===== config.mk =====
export PLATFORM = sky130hd
export DESIGN_NAME = ordered_queue_remove_by_value_core
export DESIGN_NICKNAME = d
export VERILOG_FILES = /design/src/rtl/core/oqr_pkg.sv /design/src/rtl/core/oqr_ctrl.sv /design/src/rtl/core/oqr_datapath.sv /design/src/rtl/core/ordered_queue_remove_by_value_core.sv
export SDC_FILE = /design/constraint.sdc
export NUM_CORES = 1
export LEC_CHECK = 0
export BUFFER_PORTS_ARGS = -buffer_cell sky130_fd_sc_hd__buf_2
export CAP_MARGIN = 20
export CORE_MARGIN = 2
export CORE_UTILIZATION = 55
export CTS_CLUSTER_SIZE = 10
export DETAILED_ROUTE_END_ITERATION = 6
export GPL_TIMING_DRIVEN = 0
export PLACE_DENSITY_LB_ADDON = 0.15
export SLEW_MARGIN = 20
export SYNTH_ARGS = -nofsm -noshare
export SYNTH_HDL_FRONTEND = slang
export SYNTH_HIERARCHICAL = 1
export SYNTH_SLANG_ARGS = --single-unit

===== constraint.sdc =====
create_clock -name aclk -period 5.65 [get_ports aclk]
set_input_delay 1.13 -clock aclk [delete_from_list [all_inputs] [get_ports aclk]]
set_output_delay 1.13 -clock aclk [all_outputs]
set_load 0.1 [all_outputs]

===== src/rtl/core/oqr_pkg.sv =====
package oqr_pkg;

    // request kinds carried on s_tuser
    localparam logic OP_APPEND = 1'b0;
    localparam logic OP_REMOVE = 1'b1;

    // result status carried on m_tuser
    localparam logic [1:0] ST_OK        = 2'd0;
    localparam logic [1:0] ST_FULL      = 2'd1;
    localparam logic [1:0] ST_EMPTY     = 2'd2;
    localparam logic [1:0] ST_NOT_FOUND = 2'd3;

    // fixed field widths of the stream payload
    localparam int VALUE_PORT_W = 16;
    localparam int COUNT_PORT_W = 5;

    typedef struct packed {
        logic load;    // capture request and register match vector
        logic commit;  // update cells and load the result register
    } dp_cmd_t;

endpackage


===== src/rtl/core/oqr_ctrl.sv =====
module oqr_ctrl (
    input  logic             aclk,
    input  logic             aresetn,
    input  logic             s_tvalid,
    output logic             s_tready,
    output logic             m_tvalid,
    input  logic             m_tready,
    output oqr_pkg::dp_cmd_t cmd
);
    import oqr_pkg::*;

    typedef enum logic {
        IDLE,
        EXEC
    } state_t;

    state_t state_reg;
    logic   m_tvalid_reg;

    assign s_tready   = (state_reg == IDLE);
    assign m_tvalid   = m_tvalid_reg;
    assign cmd.load   = s_tvalid && (state_reg == IDLE);
    // result register free, or its transaction completes this cycle
    assign cmd.commit = (state_reg == EXEC) && (!m_tvalid_reg || m_tready);

    always_ff @(posedge aclk) begin
        if (!aresetn) begin
            state_reg    <= IDLE;
            m_tvalid_reg <= 1'b0;
        end else begin
            if (cmd.commit) begin
                m_tvalid_reg <= 1'b1;
            end else if (m_tready) begin
                m_tvalid_reg <= 1'b0;
            end
            case (state_reg)
                IDLE: begin
                    if (cmd.load) begin
                        state_reg <= EXEC;
                    end
                end
                EXEC: begin
                    if (cmd.commit) begin
                        state_reg <= IDLE;
                    end
                end
                default: begin
                    state_reg <= IDLE;
                end
            endcase
        end
    end

endmodule


===== src/rtl/core/oqr_datapath.sv =====
module oqr_datapath #(
    parameter int DEPTH       = 16,
    parameter int VALUE_WIDTH = 16
) (
    input  logic                                aclk,
    input  logic                                aresetn,
    input  oqr_pkg::dp_cmd_t                    cmd,
    input  logic                                req_op,
    input  logic [oqr_pkg::VALUE_PORT_W-1:0]    req_value,
    output logic [1:0]                          res_status,
    output logic [oqr_pkg::COUNT_PORT_W-1:0]    res_count,
    output logic [oqr_pkg::VALUE_PORT_W-1:0]    res_head,
    output logic                                res_head_valid
);
    import oqr_pkg::*;

    localparam int CNT_W = $clog2(DEPTH + 1);

    logic [VALUE_WIDTH-1:0] cell_reg [DEPTH];
    logic [VALUE_WIDTH-1:0] cell_next [DEPTH];
    logic [CNT_W-1:0]       count_reg;
    logic [CNT_W-1:0]       count_next;
    logic                   op_reg;
    logic [VALUE_WIDTH-1:0] val_reg;
    logic [DEPTH-1:0]       match_reg;
    logic [DEPTH-1:0]       match_now;
    logic [DEPTH-1:0]       shift_mask;
    logic [VALUE_WIDTH-1:0] value_in;
    logic                   hit;
    logic                   is_full;
    logic                   is_empty;
    logic                   do_append;
    logic                   do_remove;
    logic [1:0]             status_next;

    logic [1:0]              status_reg;
    logic [COUNT_PORT_W-1:0] out_count_reg;
    logic [VALUE_PORT_W-1:0] out_head_reg;
    logic                    out_valid_reg;

    assign value_in = VALUE_WIDTH'(req_value);

    // every cell compares against the request in parallel
    always_comb begin
        for (int i = 0; i < DEPTH; i++) begin
            match_now[i] = (CNT_W'(i) < count_reg) && (cell_reg[i] == value_in);
        end
    end

    // ones from the first match toward the tail: m | -m
    assign shift_mask = match_reg | (~match_reg + 1'b1);
    assign hit        = |match_reg;
    assign is_full    = (count_reg == CNT_W'(DEPTH));
    assign is_empty   = (count_reg == '0);
    assign do_append  = (op_reg == OP_APPEND) && !is_full;
    assign do_remove  = (op_reg == OP_REMOVE) && !is_empty && hit;

    always_comb begin
        if (op_reg == OP_APPEND) begin
            status_next = is_full ? ST_FULL : ST_OK;
        end else if (is_empty) begin
            status_next = ST_EMPTY;
        end else if (!hit) begin
            status_next = ST_NOT_FOUND;
        end else begin
            status_next = ST_OK;
        end
    end

    always_comb begin
        for (int i = 0; i < DEPTH; i++) begin
            cell_next[i] = cell_reg[i];
            if (do_append && (count_reg == CNT_W'(i))) begin
                cell_next[i] = val_reg;
            end
            if (do_remove && shift_mask[i] && (i < DEPTH - 1)) begin
                cell_next[i] = cell_reg[(i < DEPTH - 1) ? i + 1 : i];
            end
        end
        if (do_append) begin
            count_next = count_reg + 1'b1;
        end else if (do_remove) begin
            count_next = count_reg - 1'b1;
        end else begin
            count_next = count_reg;
        end
    end

    always_ff @(posedge aclk) begin
        if (!aresetn) begin
            count_reg <= '0;
        end else if (cmd.commit) begin
            count_reg <= count_next;
        end
    end

    always_ff @(posedge aclk) begin
        if (cmd.load) begin
            op_reg    <= req_op;
            val_reg   <= value_in;
            match_reg <= match_now;
        end
        if (cmd.commit) begin
            for (int i = 0; i < DEPTH; i++) begin
                cell_reg[i] <= cell_next[i];
            end
            status_reg    <= status_next;
            out_count_reg <= COUNT_PORT_W'(count_next);
            out_valid_reg <= (count_next != '0);
            out_head_reg  <= (count_next != '0) ? VALUE_PORT_W'(cell_next[0]) : '0;
        end
    end

    assign res_status     = status_reg;
    assign res_count      = out_count_reg;
    assign res_head       = out_head_reg;
    assign res_head_valid = out_valid_reg;

endmodule


===== src/rtl/core/ordered_queue_remove_by_value_core.sv =====
// Ordered queue with removal by value.
// Input stream: s_tuser selects the request (append at tail, or remove the
// first entry from the head that equals the value); s_tdata carries the value.
// Result stream: one transaction per request. m_tuser carries the status
// (ok, full on append, empty underflow, not found); m_tdata carries the entry
// count after the request, the head value (zero when empty) and a head valid
// flag.
// Each request runs as a load step, then a commit step: the accept edge
// registers the parallel compare of every cell against the value, and the
// commit edge shifts the cells behind the match (or writes the tail) and
// loads the result register, which drives the master side. No new request
// is taken before the current one commits.
// If the receiver stalls, the finished result waits in the output register;
// one further request is accepted and then holds until the register drains.
// Reset (aresetn low, synchronous) empties the queue and drops any pending
// result; cell contents are not cleared.
module ordered_queue_remove_by_value_core #(
    parameter int DEPTH       = 16,
    parameter int VALUE_WIDTH = 16
) (
    input  logic        aclk,
    input  logic        aresetn,
    input  logic        s_tvalid,
    output logic        s_tready,
    input  logic [15:0] s_tdata,   // [15:0] value
    input  logic [0:0]  s_tuser,   // [0] op
    output logic        m_tvalid,
    input  logic        m_tready,
    output logic [23:0] m_tdata,   // [4:0] entry_count, [20:5] head_value,
                                   // [21] head_valid, [23:22] zero
    output logic [1:0]  m_tuser    // [1:0] status
);
    import oqr_pkg::*;

    dp_cmd_t                 cmd;
    logic [COUNT_PORT_W-1:0] res_count;
    logic [VALUE_PORT_W-1:0] res_head;
    logic                    res_head_valid;

    oqr_ctrl u_ctrl (
        .aclk     (aclk),
        .aresetn  (aresetn),
        .s_tvalid (s_tvalid),
        .s_tready (s_tready),
        .m_tvalid (m_tvalid),
        .m_tready (m_tready),
        .cmd      (cmd)
    );

    oqr_datapath #(
        .DEPTH       (DEPTH),
        .VALUE_WIDTH (VALUE_WIDTH)
    ) u_datapath (
        .aclk           (aclk),
        .aresetn        (aresetn),
        .cmd            (cmd),
        .req_op         (s_tuser[0]),
        .req_value      (s_tdata),
        .res_status     (m_tuser),
        .res_count      (res_count),
        .res_head       (res_head),
        .res_head_valid (res_head_valid)
    );

    assign m_tdata = {2'b00, res_head_valid, res_head, res_count};

endmodule

==> impl_metrics.toml <==
[status]
status = "completed"

[worst_setup_path]
path_max_fanout = 16
worstSetupEndpointType = "register"
r2r_slack_ns = 0.46
r2r_cells = 11
critPathArrivalTime_ns = 5.34
regToRegStartpoint = "u_datapath/count_reg[1]$_SDFFE_PN0P_"
r2r_end = "u_datapath/cell_reg[0][70]$_DFFE_PP_"
worstPathRequired_ns = 5.80
setup.worst_path.start_class = "register"
worstSetupPathType = "reg2reg"

[synth]
synth_cell_types = 56
seq_area_frac_synth = 0.5730
syn_inst = 1209
async_reset_ff_frac = 0
synth_flop_cell = "edfxtp_1"
synth-edff-count = 313
synth_warnings = 6
avgSynthCellArea_sq_um = 13.77
synth_seq_cells = 320
syn-cell-area_sq_um = 16650

[final_layout]
final_util = 0.6278
largest_reg_flops = 256
final_net_count = 1331
layout_commonest_cell = "edfxtp_1"
final_cell_mix = "313 x edfxtp_1, 185 x mux2_2, 163 x xor2_1"
area_growth_pct = 12.05
antennaDiodeCount = 0
drive_above_1_share = 0.2611

[clock_network]
cts_hold_buf = 0
clockBufferDepth = 3
cts.sinks = 320
cts_tree = "built"
worstSkewPairLatency_ns = 0.52
h-tree-depth = 2
cts_setup_buffers = 0
post_cts_resized = 0
clkTransAtPathRegs_ns = 0.06
cts_root_buf = "clkbuf_16"
cts_made_buffers = 38

[placed_design]
gp_congestion = 0.9288
place_ws_ns = 0.6339
portBuffers = 46
dpl.hpwl_um = 35060

[floorplanning]
die_w_um = 178.0
ios = 49
fp.dieH_um = 178.0
initial_utilization = 0.5602
fp.coreArea_sq_um = 29720
die-area_sq_um = 31680
rows = 63

[sta]
rsz0062_at_grt = "no"
holdWs_ns = 0.5019
max_freq_mhz = 192.6
setup_viol = 0
slew_headroom = 0.2009
timing.final.crit_share = 0.9189
maxSlewViolCount = 0
period_minus_slack_ns = 5.192
fin_ws_ns = 0.4584
fin_skew_ns = 0.01203
tightest_slew_ns = 1.199
hold_viol = 0

[global_route]
grtUsageMet3 = 0.09378
grt_overflow = 0
grt_pass1_vias = 10770
grtUsageTotal = 0.3320
grt_max_degree = 35
grt_util_met1 = 0.4531
grt.busiest_layer = "met2"
antenna_found_initial = 0
grtUsageMet2 = 0.4931
grt_pass1_wl_um = 73600

[min_path]
whs_endpoint = "u_ctrl/state_reg$_SDFF_PN0_"
hold_start = "u_ctrl/m_tvalid$_SDFFE_PN0P_"
hold_depth = 2
hold_path.class = "reg2reg"

[detailed_routing]
via_per_inst = 6.372
wl_per_cell_um = 30.26
drc_errors = 0
wl_um = 51890
vias = 10930
postRouteAntennaNets = 0
drt-initial-drc-count = 1537
firstDrtPassIters = 6

[pwr]
p_per_area_nw_per_um2 = 324.7
irDropWorstVdd_mv = 0.2391
total_power_mw = 6.057
power_leakage_nw = 6.204

[job]
maxCapViolations = 0
[cell type report]
type / instances / area [sq um]
Buffer: 86 / 384.1
Timing Repair Buffer: 55 / 372.9
Clock inverter: 1 / 8.758
Tap cell: 390 / 488.0
Clock buffer: 59 / 1061
Fill cell: 2275 / 11060
Inverter: 8 / 30.03
Multi-Input combinational cell: 796 / 6771
Sequential cell: 320 / 9539
[how the worst max path moves through the flow]
| stage | startpoint | to | slack, ns | depth (start not counted) |
|---|---|---|---|---|
| floorplan | m_tready | u_datapath/cell_reg[0][80]$_DFFE_PP_ | 1.29 | 4 |
| global placement | m_tready | u_datapath/cell_reg[0][82]$_DFFE_PP_ | -0.01 | 5 |
| detailed placement | u_datapath/count_reg[1]$_SDFFE_PN0P_ | u_datapath/cell_reg[0][74]$_DFFE_PP_ | 0.63 | 11 |
| CTS | u_datapath/count_reg[1]$_SDFFE_PN0P_ | u_datapath/cell_reg[0][74]$_DFFE_PP_ | 0.61 | 11 |
| global route | u_datapath/count_reg[1]$_SDFFE_PN0P_ | u_datapath/cell_reg[0][74]$_DFFE_PP_ | 0.41 | 11 |
| finish | u_datapath/count_reg[1]$_SDFFE_PN0P_ | u_datapath/cell_reg[0][70]$_DFFE_PP_ | 0.46 | 11 |
[cell usage after synthesis, drive strengths merged, types with 2 or more instances]
library cell | count | area share
a21o | 2 | 0.00090
xnor2 | 95 | 0.050
a21boi | 21 | 0.0097
or3 | 7 | 0.0026
a211oi | 7 | 0.0039
nand3 | 11 | 0.0033
a21oi | 35 | 0.011
or4 | 3 | 0.0014
nand2 | 23 | 0.0052
mux2i | 18 | 0.011
nor4 | 42 | 0.016
o211ai | 3 | 0.0017
xor2 | 163 | 0.086
nor2 | 44 | 0.010
nor3 | 18 | 0.0057
mux2 | 224 | 0.15
buf | 29 | 0.0094
ha | 5 | 0.0038
nor2b | 12 | 0.0047
dfxtp | 7 | 0.0084
o21a | 2 | 0.00090
o21ai | 10 | 0.0037
inv | 8 | 0.0018
a31oi | 6 | 0.0023
nand4 | 27 | 0.010
clkbuf | 57 | 0.013
edfxtp | 313 | 0.56
[critical path: stages (launching register included)]
cell	delay (ns)
dfxtp_1	0.39
clkbuf_1	0.54
inv_1	0.23
ha_1	0.23
buf_2	0.22
a21oi_1	0.82
o21ai_4	0.29
buf_4	0.29
nor2_1	0.60
buf_2	0.42
a21oi_1	0.09
nor2b_2	0.69
[cells by family (layout without fill, tap and decap cells)]
kind of cell             count (synthesis)  in the layout  synth area share
AND/OR/NAND/NOR                        196            196           0.06336
AO/OA/AOI/OAI                           93             93           0.03758
multiplexers                           242            242            0.1623
buffers and inverters                   94            209           0.02405
adder cells (fa/ha/maj)                  5              5          0.003758
flip-flops                             320            320            0.5730
other                                    1              2         0.0002252
XOR/XNOR                               258            258            0.1357
[metal layers]
metal	wire length, um	part of all wire
met3	6103	0.12
met1	20630	0.40
met4	2726	0.053
met2	22430	0.43
met5	0	0
[power breakdown]
part	switching (mW)	internal, mW
Combinational	0.645	0.382
Sequential	0.0743	2.75
Clock	0.926	1.28
[per-stage QoR]
step / instance area [sq um] / cells / TNS [ns]
after floorplan: 16650 / 1210 / 0
after global placement: 17370 / 1646 / -0.1478
after detailed placement: 17570 / 1655 / 0
after CTS: 18640 / 1715 / 0
after global routing: 18660 / 1715 / 0
final: 18660 / 1715 / 0
Note: power is estimated with default switching activity, not from simulation.
